## config.mk

```make
export PLATFORM = sky130hd
export DESIGN_NAME = vt44_merge
export DESIGN_NICKNAME = d
export VERILOG_FILES = /design/src/sv/assert_macros.svh /design/src/sv/vt44_pkg.sv /design/src/sv/vt44_merge.sv
export SDC_FILE = /design/constraint.sdc
export NUM_CORES = 1
export LEC_CHECK = 0
export BUFFER_PORTS_ARGS = -buffer_cell sky130_fd_sc_hd__buf_2
export CAP_MARGIN = 10
export CORE_AREA = 2 2 130 132
export CTS_CLUSTER_DIAMETER = 100
export DETAILED_ROUTE_END_ITERATION = 12
export DIE_AREA = 0 0 132 134
export GPL_TIMING_DRIVEN = 0
export PLACE_DENSITY = 0.63
export SLEW_MARGIN = 10
export SYNTH_ARGS = -nofsm -noshare
export SYNTH_HDL_FRONTEND = slang
export SYNTH_SLANG_ARGS = --single-unit
export TNS_END_PERCENT = 5
```

## constraint.sdc

```tcl
create_clock -name clock -period 1.5 [get_ports clock]
set_input_delay 0 -clock clock [delete_from_list [all_inputs] [get_ports clock]]
set_output_delay 0 -clock clock [all_outputs]
set_load 0.02 [all_outputs]
```

## src/sv/assert_macros.svh

```systemverilog
// Assertion macros shared by the vertex transform modules.
`ifndef ASSERT_MACROS_SVH
`define ASSERT_MACROS_SVH

// Check a property on every clock edge outside of reset.
`define VT44_ASSERT(label, expr, msg) \
   label: assert property (@(posedge clock) disable iff (reset) expr) else $error(msg);

// Check a property on every clock edge, reset included.
`define VT44_ASSERT_RST(label, expr, msg) \
   label: assert property (@(posedge clock) expr) else $error(msg);

`endif

```

## src/sv/vt44_pkg.sv

```systemverilog
// Shared types and constants for the 4x4 vertex transform.
package vt44_pkg;

   localparam int Lanes         = 4;
   localparam int DataWidth     = 32;
   localparam int FracBits      = 16;
   localparam int ProdWidth     = 2 * DataWidth;
   localparam int ShiftWidth    = ProdWidth - FracBits;
   localparam int PairWidth     = ShiftWidth + 1;
   localparam int SumWidth      = ShiftWidth + 2;
   localparam int EntryCount    = Lanes * Lanes;
   localparam int RegCount      = EntryCount / 2;
   localparam int CsrIndexWidth = 4;
   localparam int CsrDataWidth  = 2 * DataWidth;

   localparam logic [CsrIndexWidth-1:0] RegCountIdx = CsrIndexWidth'(RegCount);

   // Register reset values: two Q16.16 entries each, identity matrix overall.
   localparam logic [RegCount-1:0][CsrDataWidth-1:0] RegResetValues = '{
      64'h0001_0000_0000_0000,  // cols3_rows23
      64'h0000_0000_0000_0000,  // cols3_rows01
      64'h0000_0000_0001_0000,  // cols2_rows23
      64'h0000_0000_0000_0000,  // cols2_rows01
      64'h0000_0000_0000_0000,  // cols1_rows23
      64'h0001_0000_0000_0000,  // cols1_rows01
      64'h0000_0000_0000_0000,  // cols0_rows23
      64'h0000_0000_0001_0000   // cols0_rows01
   };

   // Per-stage load enables of the elastic pipeline.
   typedef struct packed {
      logic adv1;
      logic adv2;
      logic adv_out;
   } pipe_ctl_type;

endpackage

```

## src/sv/vt44_merge.sv

```systemverilog
// Merge stage: saturate the four lane sums into the result register.
module vt44_merge
   import vt44_pkg::*;
(
   input  logic                              clock,
   input  pipe_ctl_type                      ctl,
   input  logic signed [SumWidth-1:0]        sum [Lanes],
   output logic signed [DataWidth-1:0]       out_x,
   output logic signed [DataWidth-1:0]       out_y,
   output logic signed [DataWidth-1:0]       out_z,
   output logic signed [DataWidth-1:0]       out_w
);

   localparam logic signed [DataWidth-1:0] SatMax = {1'b0, {(DataWidth-1){1'b1}}};
   localparam logic signed [DataWidth-1:0] SatMin = {1'b1, {(DataWidth-1){1'b0}}};

   logic signed [DataWidth-1:0] res_in [Lanes];
   logic signed [DataWidth-1:0] res_ff [Lanes];

   // In range when all bits above the result's sign bit match it.
   always_comb begin
      for (int r = 0; r < Lanes; r++) begin
         if ((&sum[r][SumWidth-1:DataWidth-1]) || !(|sum[r][SumWidth-1:DataWidth-1])) begin
            res_in[r] = sum[r][DataWidth-1:0];
         end else if (sum[r][SumWidth-1]) begin
            res_in[r] = SatMin;
         end else begin
            res_in[r] = SatMax;
         end
      end
   end

   always_ff @(posedge clock) begin
      if (ctl.adv_out) begin
         res_ff <= res_in;
      end
   end

   assign out_x = res_ff[0];
   assign out_y = res_ff[1];
   assign out_z = res_ff[2];
   assign out_w = res_ff[3];

endmodule

```

==> results.sh <==
export IMPL_status="complete, no violations"
export IMPL_setup_viol=0
export IMPL_start_util=0.342
export IMPL_yosys_register_bits=128
export IMPL_io_pins=332
export IMPL_route_detailed_drc=0
export IMPL_synth_fa_ha_area_frac=0
export IMPL_ys_warn_count=0
export IMPL_drt_total_wl_mm=16.3
export IMPL_post_route_period_util=0.832
export IMPL_detail_route_antenna_nets=0
export IMPL_rsz0062_at_grt="false"
export IMPL_holdWs_ns=0.0369
export IMPL_yosysUniqueCellTypes=15
export IMPL_p_leak_nw=4.35
export IMPL_peakVddDrop_mv=0.655
export IMPL_grt_pass1_vias=5169
export IMPL_final_util=0.573
export IMPL_cp_cell_sequence="buf_2 > nor4_1 > nand4_1 > nor4_2 > a311oi_1 > buf_2 > a21o_1"
export IMPL_die_area_sq_um=17700
export IMPL_numPortBuffers=329
export IMPL_yosys_area_share_simple=0.0592
export IMPL_max_cap_violations=0
export IMPL_hold_viol=0
export IMPL_cts_root_to_sink_buffers=2
export IMPL_grt_first_pass_wirelength_mm=25.3
export IMPL_min_period_ns=1.25
export IMPL_wl_per_cell_microns=15.6
export IMPL_synth_area_sq_um=5580
export IMPL_std_cell_rows=47
export IMPL_drtIter0Drc=176
export IMPL_die_w_microns=132
export IMPL_holdPathEnd="out_z[12]"
export IMPL_start_kind="primary input"
export IMPL_p_per_area_nw_per_um2=1050
export IMPL_crit_slowest_cell="nor4_1"
export IMPL_required_ns=1.65
export IMPL_power_mw=9.80
export IMPL_core_region_area_sq_um=16300
export IMPL_min_path_cells=1
export IMPL_cts_tree="done"
export IMPL_slowest_delay_ns=0.33
export IMPL_diodes=0
export IMPL_tightest_slew_ns=0.608
export IMPL_ys_seq_area_frac=0.689
export IMPL_clkTransAtPathRegs_ns=0.06
export IMPL_cts_made_buffers=17
export IMPL_crit_type="primary input to flip-flop"
export IMPL_stdcell_count=1047
export IMPL_hold_class="primary input to flip-flop"
export IMPL_cp_end_kind="flip-flop"
export IMPL_slew_headroom=0.592
export IMPL_dp_cells=890
export IMPL_finalSetupTns_ns=0
export IMPL_synth_top_family_by_area="compound AO/OA/AOI/OAI gates"
export IMPL_synth_xor_area_frac=0
export IMPL_vias_per_cell=4.67
export IMPL_syn_inst=340
export IMPL_final_common_cell="buf_2"
export IMPL_drive_gt1_frac=0.585
export IMPL_syn_nets=544
export IMPL_antenna_found_initial=0
export IMPL_cp_arrival_ns=1.39
export IMPL_gr_total_overflow=0
export IMPL_vias=4891
export IMPL_grt_max_degree=80
export IMPL_clock_sinks=128
export IMPL_fillCellCount=1341
export IMPL_synth_compound_area_frac=0.204
export IMPL_final_cell_mix="buf_2, dlygate4sd3_1, edfxtp_1"
export IMPL_area_growth_pct=67.5
export IMPL_worstPathMaxFanout=10
export IMPL_htree_levels=4
export IMPL_dp_hpwl_mm=11.3
export IMPL_synth_area_mux_share=0
export IMPL_globalplace_congestion=0.888
export IMPL_crit_top_cell="buf_2"
export IMPL_clock_root_buffer="clkbuf_16"
export IMPL_cts_resized=0
export IMPL_firstDrtPassIters=6
export IMPL_grt_total_usage=0.180
export IMPL_fmax_ghz=0.801
export IMPL_nets=1018
export IMPL_syn_avg_cell_area_sq_um=16.4
export IMPL_die_h_microns=134
export IMPL_drv_slew=0
export IMPL_holdCritStartpoint="ctl[0]"
kinds of logic (layout without fill, tap and decap cells):
kind of cell | Yosys count | after routing
AOI/OAI and AO/OA | 132 | 132
DFF | 128 | 128
and+or+nand+nor | 52 | 52
buffers and inverters | 28 | 515
timing repair:
action	CTS	global route
endpoints found under the hold margin	125	0
buffers inserted	0	0
setup endpoints to repair	0	0
hold buffers	125	0
cell type report:
cell class,count,area (sq um),area share
clock inverters,12,119,0.0127
plain buffers,28,267,0.0285
clock buffers,20,437,0.0468
multi-input cells,184,1470,0.157
flip-flops and latches,128,3840,0.412
repair buffers,455,2930,0.314
well taps,220,275,0.0295
synth_stat cells:
library cell / number / area share
nor2_1: 8 / 0.0054
dlygate4sd3_1: 3 / 0.0054
nand4_1: 20 / 0.022
buf_2: 6 / 0.0054
a311oi_1: 1 / 0.0016
clkbuf_1: 1 / 0.00067
a21o_1: 31 / 0.042
a311oi_2: 3 / 0.0081
and3_1: 4 / 0.0045
a31o_2: 4 / 0.0063
buf_6: 18 / 0.036
nor4_1: 16 / 0.018
a21o_2: 93 / 0.15
edfxtp_1: 128 / 0.69
nor4_2: 4 / 0.0090
how the worst max path moves through the flow:
stage | from | end | slack [ns] | cells after the start
after floorplan | sum[42] | out_w[10] | 0.20 | 6
after global placement | ctl[0] | out_w[31] | -0.95 | 1
after detailed placement | sum[185] | out_x[6] | -0.17 | 7
after CTS | sum[185] | out_x[6] | 0.27 | 7
after global routing | sum[42] | out_w[29] | 0.15 | 7
final | sum[184] | out_x[6] | 0.25 | 7
metrics by stage:
stage,instance area [sq um],worst slack [ns]
after global placement,7500,-0.952
after CTS,9340,0.271
after global routing,9340,0.153
final,9340,0.252
after detailed placement,7530,-0.172
after floorplan,5580,0.202
where the power goes:
part / switching (mW) / total [mW] / internal, mW / leakage (nW)
combinational: 0.819 / 1.57 / 0.751 / 2.83
clock: 1.49 / 3.91 / 2.42 / 0.266
sequential: 0.0708 / 4.33 / 4.25 / 1.25
worst max-delay path: cells and delay by family:
kind            cells  cell delay, ns
compound gates      2            0.36
simple gates        3            0.68
buf+inv             2            0.35
sequential cells by signal (all words and copies together) (netlist names):
name and cells:
out_y 32, out_w 32, out_x 32, out_z 32
layer usage:
metal  part of all wire  GRT usage  vias up  wire (microns)
met5                  0          0        -               0
met4              0.019     0.0622        0             315
met3              0.075     0.0620       22            1220
met2               0.52      0.329      236            8530
met1               0.38      0.193     2315            6220
li1                   -          -     2318               -
No activity file was read; power rests on OpenSTA's default activity.
