$ cat config.mk
export PLATFORM = sky130hd
export DESIGN_NAME = vt44_matrix
export DESIGN_NICKNAME = d
export VERILOG_FILES = /design/src/sv/vt44_pkg.sv /design/src/sv/vt44_matrix.sv
export VERILOG_INCLUDE_DIRS = /design/src /design/src/sv
export SDC_FILE = /design/constraint.sdc
export NUM_CORES = 1
export LEC_CHECK = 0
export ABC_CLOCK_PERIOD_IN_PS = 1600
export BUFFER_PORTS_ARGS = -buffer_cell sky130_fd_sc_hd__buf_2
export CAP_MARGIN = 20
export CORE_AREA = 2 2 224 226
export CTS_CLUSTER_SIZE = 40
export DETAILED_ROUTE_END_ITERATION = 10
export DIE_AREA = 0 0 226 228
export PLACE_DENSITY = 0.63
export SLEW_MARGIN = 5
export SYNTH_ARGS = -nofsm -noshare
export SYNTH_HDL_FRONTEND = slang
export SYNTH_SLANG_ARGS = --single-unit
$ cat constraint.sdc
create_clock -name clock -period 1.6 [get_ports clock]
set_input_delay 0.24 -clock clock [delete_from_list [all_inputs] [get_ports clock]]
set_output_delay 0.24 -clock clock [all_outputs]
set_load 0.02 [all_outputs]
$ cat src/sv/assert_macros.svh
// Assertion macros shared by the vertex transform modules.
`ifndef ASSERT_MACROS_SVH
`define ASSERT_MACROS_SVH

// Check a property on every clock edge outside of reset.
`define VT44_ASSERT(label, expr, msg) \
   label: assert property (@(posedge clock) disable iff (reset) expr) else $error(msg);

// Check a property on every clock edge, reset included.
`define VT44_ASSERT_RST(label, expr, msg) \
   label: assert property (@(posedge clock) expr) else $error(msg);

`endif

$ cat src/sv/vt44_pkg.sv
// Shared types and constants for the 4x4 vertex transform.
package vt44_pkg;

   localparam int Lanes         = 4;
   localparam int DataWidth     = 32;
   localparam int FracBits      = 16;
   localparam int ProdWidth     = 2 * DataWidth;
   localparam int ShiftWidth    = ProdWidth - FracBits;
   localparam int PairWidth     = ShiftWidth + 1;
   localparam int SumWidth      = ShiftWidth + 2;
   localparam int EntryCount    = Lanes * Lanes;
   localparam int RegCount      = EntryCount / 2;
   localparam int CsrIndexWidth = 4;
   localparam int CsrDataWidth  = 2 * DataWidth;

   localparam logic [CsrIndexWidth-1:0] RegCountIdx = CsrIndexWidth'(RegCount);

   // Register reset values: two Q16.16 entries each, identity matrix overall.
   localparam logic [RegCount-1:0][CsrDataWidth-1:0] RegResetValues = '{
      64'h0001_0000_0000_0000,  // cols3_rows23
      64'h0000_0000_0000_0000,  // cols3_rows01
      64'h0000_0000_0001_0000,  // cols2_rows23
      64'h0000_0000_0000_0000,  // cols2_rows01
      64'h0000_0000_0000_0000,  // cols1_rows23
      64'h0001_0000_0000_0000,  // cols1_rows01
      64'h0000_0000_0000_0000,  // cols0_rows23
      64'h0000_0000_0001_0000   // cols0_rows01
   };

   // Per-stage load enables of the elastic pipeline.
   typedef struct packed {
      logic adv1;
      logic adv2;
      logic adv_out;
   } pipe_ctl_type;

endpackage

$ cat src/sv/vt44_matrix.sv
// Matrix register file: eight 64-bit registers, two Q16.16 entries each.
`include "assert_macros.svh"

module vt44_matrix
   import vt44_pkg::*;
(
   input  logic                                   clock,
   input  logic                                   reset,
   input  logic                                   wr_en,
   input  logic [CsrIndexWidth-1:0]               wr_index,
   input  logic [CsrDataWidth-1:0]                wr_data,
   output logic [EntryCount-1:0][DataWidth-1:0]   entry
);

   logic [RegCount-1:0][CsrDataWidth-1:0] reg_ff;

   always_ff @(posedge clock) begin
      if (reset) begin
         reg_ff <= RegResetValues;
      end else if (wr_en && (wr_index < RegCountIdx)) begin
         reg_ff[wr_index[$clog2(RegCount)-1:0]] <= wr_data;
      end
   end

   always_comb begin
      for (int i = 0; i < RegCount; i++) begin
         entry[2*i]     = reg_ff[i][DataWidth-1:0];
         entry[2*i + 1] = reg_ff[i][CsrDataWidth-1:DataWidth];
      end
   end

   `VT44_ASSERT(a_bad_index_ignored, (wr_en && (wr_index >= RegCountIdx)) |=> $stable(reg_ff), "write beyond the register list changed the matrix")

endmodule

==> results.txt, run 1 <==
----------------------------------------------------
[Run status]
  Outcome ... complete, no violations

[Timing]
  Unrepaired setup endpoints after global routing ... false
  Slack of the critical path ... 170 ps
  Layout Skew ... 0 ps
  Normalized max-slew margin ... 67.2%
  Count of pins over their slew limit ... 0
  Tcrit/Tclk final ... 89.4%
  Transition time at the pin with the least slew margin ... about 500 ps
  Final Hold Violating Endpoints ... 0
  Total Neg Setup Slack ... 0 ps
  Shortest clock period the worst path allows after layout ... 1430 ps
  Setup-failing EPs final ... 0
  Fmax achieved ... 699 MHz

[Worst setup path]
  WP buf/inv ... 1
  WP data required ... 1360 ps
  Path type of the worst setup path ... reg -> out
  Cell count of the worst reg-to-reg path ... 2
  CP peak stage delay ... about 400 ps
  Crit path cell chain ... buf_2
  Kind of cell with the highest combined delay on the critical path ... flip-flops
  Cell type of the slowest stage on the worst timing path ... sky130_fd_sc_hd__dfxtp_1
  Total number of cells along the worst setup path ... 1
  CP arrival ... 1190 ps
  Capturing element type of the critical path ... output port
  Type of origin of the critical path ... flip-flop
  Internal reg-to-reg setup slack ... 930 ps
  Maximum fanout encountered on the critical timing path ... 2

[Place]
  Area after detailed placement ... between 0.02 and 0.025 sq mm
  Final HPWL from detailed placement ... 42,600 um
  Setup slack at placement ... -94.9 ps
  Number of buffers inserted by port buffering ... around 580
  Global placer's final weighted congestion ... 0.820

[Drt]
  Number of vias after detailed routing ... 14,300
  DRC Markers ... 0
  Number of iterations in the first detailed-routing pass ... 5
  Post-Route WL ... about 60,000 um
  DRT iter0 DRCs ... 531
  Routed WL per cell ... 19.9 um
  DR vias/cell ... 4.72
  Number of nets with antenna violations after detailed routing ... 0

[Yosys]
  Number of distinct standard cells referenced by the synthesized netlist ... 17
  Number of warning messages in the yosys log ... 0
  Mean Syn Cell Area ... 11.1 sq um
  Post-synthesis sequential area ratio ... around half
  EDFF count, synth ... 0
  Largest cells by area after synthesis ... sky130_fd_sc_hd__dfxtp_1, sky130_fd_sc_hd__mux2i_1, sky130_fd_sc_hd__nand2b_1, sky130_fd_sc_hd__clkbuf_1, sky130_fd_sc_hd__buf_6
  Synthesized area ... 0.0200 sq mm
  Most common cell in the netlist ... sky130_fd_sc_hd__nand2b_1
  Number of synthesized register bits ... 512
  Most area-hungry cell type in the Yosys netlist ... sky130_fd_sc_hd__dfxtp_1
  Commonest cells in the synthesized netlist ... sky130_fd_sc_hd__nand2b_1, sky130_fd_sc_hd__dfxtp_1, sky130_fd_sc_hd__mux2i_1
  Main synth FF type ... sky130_fd_sc_hd__dfxtp_1
  Post-synthesis cell count ... 1,797
  Number of nets produced by synthesis ... 1,868
  Proportion of netlist area held by the largest area contributor ... 51.2%
  Share of synthesized flip-flops with an asynchronous set or reset ... 0%

[Final layout]
  Multi-input gate area in the final layout ... 0.00888 sq mm
  Max FFs per register ... 512
  Area growth from synthesis to layout ... 28.0%
  Total non-filler cell area in the finished layout ... ~0.026 sq mm
  Net count of the finished layout ... ~2,400
  Storage cell area ... 0.0102 sq mm
  Ratio of cells with drive above 1 in the final layout ... 31.4%
  Final standard cell utilization of the core ... 51.9%
  Number of filler instances in the final layout ... ~4,500

[Floorplanning]
  Area of the die ... between 0.05 and 0.06 sq mm
  Number of core rows ... 82
  Overall die width ... approximately 230 um
  Core box area ... 0.0493 sq mm
  Initial cell density of the core ... 40.6%
  IO Count ... between 500 and 600
  Vertical extent of the die ... 228 um

[Global routing]
  First-pass GRT wire length ... 91,000 um
  Via count of the first global-routing pass ... roughly 15,000
  Largest net degree at the start of global routing ... 68
  Global route overflow ... 0
  GRT Total Usage ... 22.9%
  Antenna violations before repair ... 1

[Clock network]
  Clock tree root driver cell ... sky130_fd_sc_hd__clkbuf_16
  Maximum number of buffers from clock root to sink ... 3
  Number of H-tree levels ... 2
  Clock Pin Slew Worst Setup and Hold Paths ... around 60 ps
  Post-CTS resize count ... 0
  Sinks on Clock Net ... between 500 and 600
  Clock latency at the later pin of the worst-skew pair ... 590 ps
  Number of clock buffers inserted by TritonCTS ... 53
  Clock tree from TritonCTS ... built

[Pwr]
  Worst IR drop on VDD ... a little over 0.7 mV
  Leakage power ... 14.0 nW
  Power density normalized to cell area ... approximately 1100 mW/mm^2

[Min path]
  Worst min-delay path class ... in -> reg
  Cells on Worst Hold Path ... 4

[Job]
  Max Cap Viol ... 0

----------------------------------------------------
repair_timing:
action	CTS	global route
hold endpoints to repair	4	0
setup buffers	0	0
hold buffers	2	0
setup endpoints to repair	0	0
layer usage:
metal  share of wire (%)  up-vias  wire [um]  GRT usage [%]
met5                   0        -          0              0
met4                 2.5        0       1530           6.77
met3                 8.0       87       4830           7.51
met2                  47      426      28500           38.2
met1                  42     6923      25400           28.0
li1                    -     6897          -              -
cell families (layout without fill, tap and decap cells):
| family | Yosys count | after routing | synth area share [%] |
|---|---|---|---|
| and+or+nand+nor | 593 | 593 | 18.5 |
| muxes | 512 | 512 | 25.6 |
| DFF | 512 | 512 | 51.2 |
| buffers and inverters | 180 | 744 | 4.71 |
| other | 0 | 1 | 0 |
cells in the final DEF (no fill, tap or decap), drive strengths merged:
| cell type | netlist | routed |
|---|---|---|
| dlygate4sd3 | 0 | 2 |
| nor2 | 7 | 7 |
| and2 | 2 | 2 |
| bufinv | 0 | 6 |
| clkinvlp | 0 | 2 |
| inv | 0 | 2 |
| and3b | 1 | 1 |
| clkbuf | 95 | 77 |
| buf | 85 | 647 |
| nor2b | 2 | 2 |
| mux2i | 512 | 512 |
| dfxtp | 512 | 512 |
| nand2 | 6 | 6 |
| nor3b | 1 | 1 |
| nand2b | 572 | 572 |
| clkinv | 0 | 8 |
| diode | 0 | 1 |
| nand3 | 2 | 2 |
layout make-up:
cell class,instances,share of cell area (%)
well taps,672,3.28
multi-input cells,1105,34.7
clock buffers,77,6.16
diodes,1,0.00977
flip-flops and latches,512,40.0
clock inverters,18,0.986
repair buffers,649,14.9
worst paths after layout:
check / startpoint / to
max: entry[489] / entry[489]
min: wr_data[4] / entry[452]
max reg2reg: entry[490] / entry[490]
min reg2reg: entry[108] / entry[108]
stage by stage:
stage	total power, mW	instances	hold WS (ps)
finish	27.6	3034	90.8
global placement	15.0	2936	455
detailed placement	15.0	2936	461
floorplan	14.3	1797	411
global route	28.5	3034	82.6
CTS	27.9	3033	59.1
report_power, final:
part,internal (mW),switching (mW)
combinational,0.703,0.985
sequential,12.9,0.0894
clock,7.79,5.13
(Power assumes the default switching activity.)
==> run 2: changes to the inputs <==
--- a/config.mk
+++ b/config.mk
@@ -9,11 +9,13 @@
 export ABC_CLOCK_PERIOD_IN_PS = 1600
 export BUFFER_PORTS_ARGS = -buffer_cell sky130_fd_sc_hd__buf_2
 export CAP_MARGIN = 20
-export CORE_AREA = 2 2 224 226
+export CELL_PAD_IN_SITES_DETAIL_PLACEMENT = 2
+export CELL_PAD_IN_SITES_GLOBAL_PLACEMENT = 2
+export CORE_MARGIN = 2
+export CORE_UTILIZATION = 28
 export CTS_CLUSTER_SIZE = 40
 export DETAILED_ROUTE_END_ITERATION = 10
-export DIE_AREA = 0 0 226 228
-export PLACE_DENSITY = 0.63
+export PLACE_DENSITY = 0.68
 export SLEW_MARGIN = 5
 export SYNTH_ARGS = -nofsm -noshare
 export SYNTH_HDL_FRONTEND = slang
==> results.txt, run 2 (synthesis results as in run 1) <==
----------------------------------------------------
[Place]
  Number of buffers inserted by port buffering ... 582
  Area after detailed placement ... 0.0243 sq mm
  Final HPWL from detailed placement ... 52,300 um
  Global placer's final weighted congestion ... 0.764

[Min path]
  End of the worst hold path ... entry[510]
  Worst min-delay path class ... in -> reg
  Cells on Worst Hold Path ... 3
  Startpoint of the most critical hold path ... wr_index[1]

[Global routing]
  Largest net degree at the start of global routing ... 74
  Met1 routing resource usage after global routing ... 21.9%
  Via count of the first global-routing pass ... 16,600
  Global-route track usage on met3 ... 6.18%
  Global route overflow ... 0
  Layer carrying the most global-route usage ... met2
  First-pass GRT wire length ... 109,000 um
  Antenna violations before repair ... 1
  Grt met2 use ... 34.5%
  GRT Total Usage ... 19.3%

[Drt]
  Number of vias after detailed routing ... between 10,000 and 15,000
  DRC Markers ... 0
  Post-Route WL ... 73,200 um
  Routed WL per cell ... 21.9 um
  Number of iterations in the first detailed-routing pass ... 4
  DR vias/cell ... 4.45
  Number of nets with antenna violations after detailed routing ... 0
  DRT iter0 DRCs ... ~500

[Final layout]
  Most common cell after layout, fill and taps aside ... sky130_fd_sc_hd__buf_2
  Max FFs per register ... 512
  Antenna diode count ... 0
  Net count of the finished layout ... between 2,000 and 2,500
  Total non-filler cell area in the finished layout ... 0.0262 sq mm
  Ratio of cells with drive above 1 in the final layout ... about 32%
  Area growth from synthesis to layout ... 31.1%
  Commonest cells after routing, fill and taps aside ... sky130_fd_sc_hd__buf_2, sky130_fd_sc_hd__nand2b_1, sky130_fd_sc_hd__mux2i_1, sky130_fd_sc_hd__dfxtp_1, sky130_fd_sc_hd__clkbuf_16

[Worst setup path]
  Crit path cell chain ... buf_2
  Cell type of the slowest stage on the worst timing path ... sky130_fd_sc_hd__dfxtp_1
  Type of origin of the critical path ... flip-flop
  Kind of cell with the highest combined delay on the critical path ... flip-flops
  RR Endpoint ... entry[269]
  WP data required ... 1360 ps
  Path type of the worst setup path ... reg -> out
  Maximum fanout encountered on the critical timing path ... 2
  WP buf/inv ... 1
  CP peak stage delay ... 410 ps
  Capturing element type of the critical path ... output port
  CP arrival ... 1220 ps
  Total number of cells along the worst setup path ... 1
  Internal reg-to-reg setup slack ... 910 ps
  Cell count of the worst reg-to-reg path ... 2
  Critical R2R Launch ... entry[269]

[Floorplanning]
  Core box area ... 0.0711 sq mm
  Vertical extent of the die ... 271 um
  Initial cell density of the core ... roughly 28%
  IO Count ... 583
  Overall die width ... between 200 and 300 um
  Number of core rows ... 98
  Area of the die ... about 0.074 sq mm

[Clock network]
  Clock tree from TritonCTS ... built
  Hold Buf Count CTS ... 3
  Post-CTS Setup Repair Bufs ... 0
  Clock Pin Slew Worst Setup and Hold Paths ... 60 ps
  Number of H-tree levels ... 2
  Post-CTS resize count ... 0
  Clock tree root driver cell ... sky130_fd_sc_hd__clkbuf_16
  Number of clock buffers inserted by TritonCTS ... 60
  Sinks on Clock Net ... 512
  Clock latency at the later pin of the worst-skew pair ... 600 ps
  Maximum number of buffers from clock root to sink ... 3

[Pwr]
  Power density normalized to cell area ... 1070 mW/mm^2
  Pwr Total ... 28.1 mW
  Worst IR drop on VDD ... 0.878 mV
  Leakage power ... 14.2 nW

[Timing]
  Setup-failing EPs final ... 0
  Transition time at the pin with the least slew margin ... 525 ps
  Tcrit/Tclk final ... about nine tenths
  Fmax achieved ... a little under 700 MHz
  Final Hold Violating Endpoints ... 0
  Shortest clock period the worst path allows after layout ... 1460 ps
  Unrepaired setup endpoints after global routing ... false
  Count of pins over their slew limit ... 0
  Total Neg Setup Slack ... 0 ps
  Normalized max-slew margin ... about two thirds
  Layout Skew ... 0 ps

[Job]
  Max Cap Viol ... 0

[Run status]
  Outcome ... complete, no violations

----------------------------------------------------
run 2: layer usage:
| metal | vias to the layer above | wire length [um] |
|---|---|---|
| met4 | 2 | 2080 |
| met5 | - | 13 |
| met2 | 390 | 36400 |
| met3 | 102 | 5210 |
| li1 | 6962 | - |
| met1 | 7429 | 29500 |
run 2: through the flow:
step / setup slack [ps] / utilization, % / hold WS (ps) / instances
after floorplan: 352 / - / 411 / 1797
after global placement: 25.2 / 34.2 / 456 / 3239
after detailed placement: -48.7 / 34.2 / 465 / 3239
after CTS: 109 / 36.9 / 31.7 / 3345
after global routing: 103 / 36.9 / 42.4 / 3345
final: 139 / 36.9 / 51.9 / 3345
run 2: final cells by class:
class | instances | area, sq um
fillers | 7686 | 44900
flip-flops and latches | 512 | 10200
multi-input cells | 1105 | 8880
repair buffers | 675 | 4040
clock buffers | 95 | 1810
well taps | 950 | 1190
clock inverters | 8 | 68.8
run 2: worst max path at each step:
| stage | startpoint | end | slack [ps] |
|---|---|---|---|
| floorplan | wr_index[3] | entry[10] | 350 |
| global placement | wr_index[3] | entry[112] | 30 |
| detailed placement | wr_index[3] | entry[119] | -50 |
| CTS | entry[384] | entry[384] | 110 |
| global route | entry[384] | entry[384] | 100 |
| finish | entry[384] | entry[384] | 140 |
run 2: where the power goes:
group / internal (mW) / total (mW) / switching, mW
logic: 0.757 / 1.82 / 1.06
clock network: 7.82 / 13.2 / 5.41
registers: 12.9 / 13.0 / 0.0919
==> run 3: changes to the inputs <==
--- a/config.mk
+++ b/config.mk
@@ -12,10 +12,11 @@
 export CELL_PAD_IN_SITES_DETAIL_PLACEMENT = 2
 export CELL_PAD_IN_SITES_GLOBAL_PLACEMENT = 2
 export CORE_MARGIN = 2
-export CORE_UTILIZATION = 28
+export CORE_UTILIZATION = 32
+export CTS_CLUSTER_DIAMETER = 50
 export CTS_CLUSTER_SIZE = 40
 export DETAILED_ROUTE_END_ITERATION = 10
-export PLACE_DENSITY = 0.68
+export PLACE_DENSITY = 0.77
 export SLEW_MARGIN = 5
 export SYNTH_ARGS = -nofsm -noshare
 export SYNTH_HDL_FRONTEND = slang
==> results.txt, run 3 (synthesis results as in run 1) <==
----------------------------------------------------
[Drt]
  DRT iter0 DRCs ... 423
  Number of vias after detailed routing ... 15,100
  Post-Route WL ... 73,300 um
  Routed WL per cell ... ~23 um
  DR vias/cell ... 4.65
  Number of iterations in the first detailed-routing pass ... 4
  DRC Markers ... 0
  Number of nets with antenna violations after detailed routing ... 0

[Worst setup path]
  CP peak stage delay ... 390 ps
  Type of origin of the critical path ... flip-flop
  Cell type of the slowest stage on the worst timing path ... sky130_fd_sc_hd__dfxtp_1
  Kind of cell with the highest combined delay on the critical path ... flip-flops
  WP data required ... 1360 ps
  Crit path cell chain ... buf_2
  Capturing element type of the critical path ... output port
  Maximum fanout encountered on the critical timing path ... 2
  Path type of the worst setup path ... reg -> out
  WP buf/inv ... 1
  CP arrival ... 1180 ps

[Clock network]
  Clock latency at the later pin of the worst-skew pair ... 590 ps
  Post-CTS Setup Repair Bufs ... 0
  Clock tree root driver cell ... sky130_fd_sc_hd__clkbuf_16
  Number of H-tree levels ... 2
  Number of clock buffers inserted by TritonCTS ... 59
  Maximum number of buffers from clock root to sink ... 3
  Sinks on Clock Net ... between 500 and 600
  Post-CTS resize count ... 0
  Hold Buf Count CTS ... 3
  Clock tree from TritonCTS ... built
  Clock Pin Slew Worst Setup and Hold Paths ... 60 ps

[Final layout]
  Area growth from synthesis to layout ... 31.7%
  Commonest cells after routing, fill and taps aside ... sky130_fd_sc_hd__buf_2, sky130_fd_sc_hd__nand2b_1, sky130_fd_sc_hd__mux2i_1, sky130_fd_sc_hd__dfxtp_1, sky130_fd_sc_hd__clkbuf_16
  Ratio of cells with drive above 1 in the final layout ... ~33%
  Most common cell after layout, fill and taps aside ... sky130_fd_sc_hd__buf_2
  Total non-filler cell area in the finished layout ... between 0.02 and 0.03 sq mm
  Net count of the finished layout ... 2,426
  Max FFs per register ... 512

[Floorplanning]
  Overall die width ... 254 um
  Initial cell density of the core ... between 30% and 40%
  Area of the die ... around 0.065 sq mm
  Core box area ... approximately 0.062 sq mm
  IO Count ... 583
  Vertical extent of the die ... 254 um
  Number of core rows ... a little over 90

[Timing]
  Setup-failing EPs final ... 0
  WHS ... 73.2 ps
  Layout Skew ... 0 ps
  Normalized max-slew margin ... between 60 and 70%
  Count of pins over their slew limit ... 0
  Tcrit/Tclk final ... 88.6%
  Slack of the critical path ... between 150 and 200 ps
  Shortest clock period the worst path allows after layout ... between 1000 and 1500 ps
  Final Hold Violating Endpoints ... 0
  Unrepaired setup endpoints after global routing ... false
  Transition time at the pin with the least slew margin ... 568 ps
  Fmax achieved ... 705 MHz

[Pwr]
  Leakage power ... roughly 14 nW
  Net switching share of the total power ... 24.2%
  Clk network pwr share ... 48.8%
  Power density normalized to cell area ... 1100 mW/mm^2
  Worst IR drop on VDD ... 0.721 mV
  Switching component of the power ... 7.02 mW
  Part of the power in combinational logic ... 6.3%
  Pwr Total ... slightly below 30 mW
  Share of total power in sequential cells ... 44.9%
  Cell internal pwr ... 22.0 mW

[Global routing]
  First-pass GRT wire length ... 109,000 um
  Global route overflow ... 0
  Via count of the first global-routing pass ... 17,000
  Largest net degree at the start of global routing ... slightly above 70
  GRT Total Usage ... 22.1%
  Antenna violations before repair ... 2

[Place]
  Area after detailed placement ... 0.0243 sq mm
  Final HPWL from detailed placement ... around 52,000 um
  Global placer's final weighted congestion ... 0.757
  Setup slack at placement ... -96.8 ps
  Number of buffers inserted by port buffering ... ~580

[Run status]
  Outcome ... complete, no violations

[Min path]
  Worst min-delay path class ... in -> reg

[Job]
  Max Cap Viol ... 0

----------------------------------------------------
[run 3: area by class of cell]
| cell class | count | area (sq um) |
|---|---|---|
| Antenna cell | 1 | 2.50 |
| Clock buffer | 68 | 1560 |
| Clock inverter | 42 | 499 |
| Fill cell | 6488 | 35500 |
| Multi-Input combinational cell | 1105 | 8880 |
| Sequential cell | 512 | 10200 |
| Tap cell | 837 | 1050 |
| Timing Repair Buffer | 677 | 4130 |
[run 3: stage by stage]
stage	setup TNS (ps)	utilization, %	cells
after floorplan	0	-	1797
after global placement	-935	39.3	3128
after detailed placement	-7960	39.3	3128
after CTS	0	42.7	3241
after global routing	0	42.7	3242
final	0	42.7	3242
[run 3: power groups by stage]
stage | sequential [mW] | combinational [mW] | clock (mW)
2_1_floorplan | 13.5 | 0.864 | 0
3_3_place_gp | 13.3 | 1.80 | 0
3_5_place_dp | 13.3 | 1.85 | 0
4_1_cts | 13.0 | 1.87 | 14.5
5_1_grt | 13.0 | 1.95 | 15.1
6_report | 13.0 | 1.84 | 14.2
[run 3: worst paths after layout]
kind / slack (ps) / startpoint / endpoint / cells after the start
hold / removal: 70 / wr_data[62] / entry[510] / 4
setup reg to reg: 890 / entry[230] / entry[230] / 2
hold reg to reg: 470 / entry[24] / entry[24] / 2
setup / recovery: 180 / entry[230] / entry[230] / 1
[run 3: metal layers]
metal,global-route usage [%],part of all wire (%),vias up
met5,0,0,-
met4,7.93,3.7,0
met3,7.31,7.6,136
met2,39.4,50,444
met1,24.6,39,7514
li1,-,-,6992
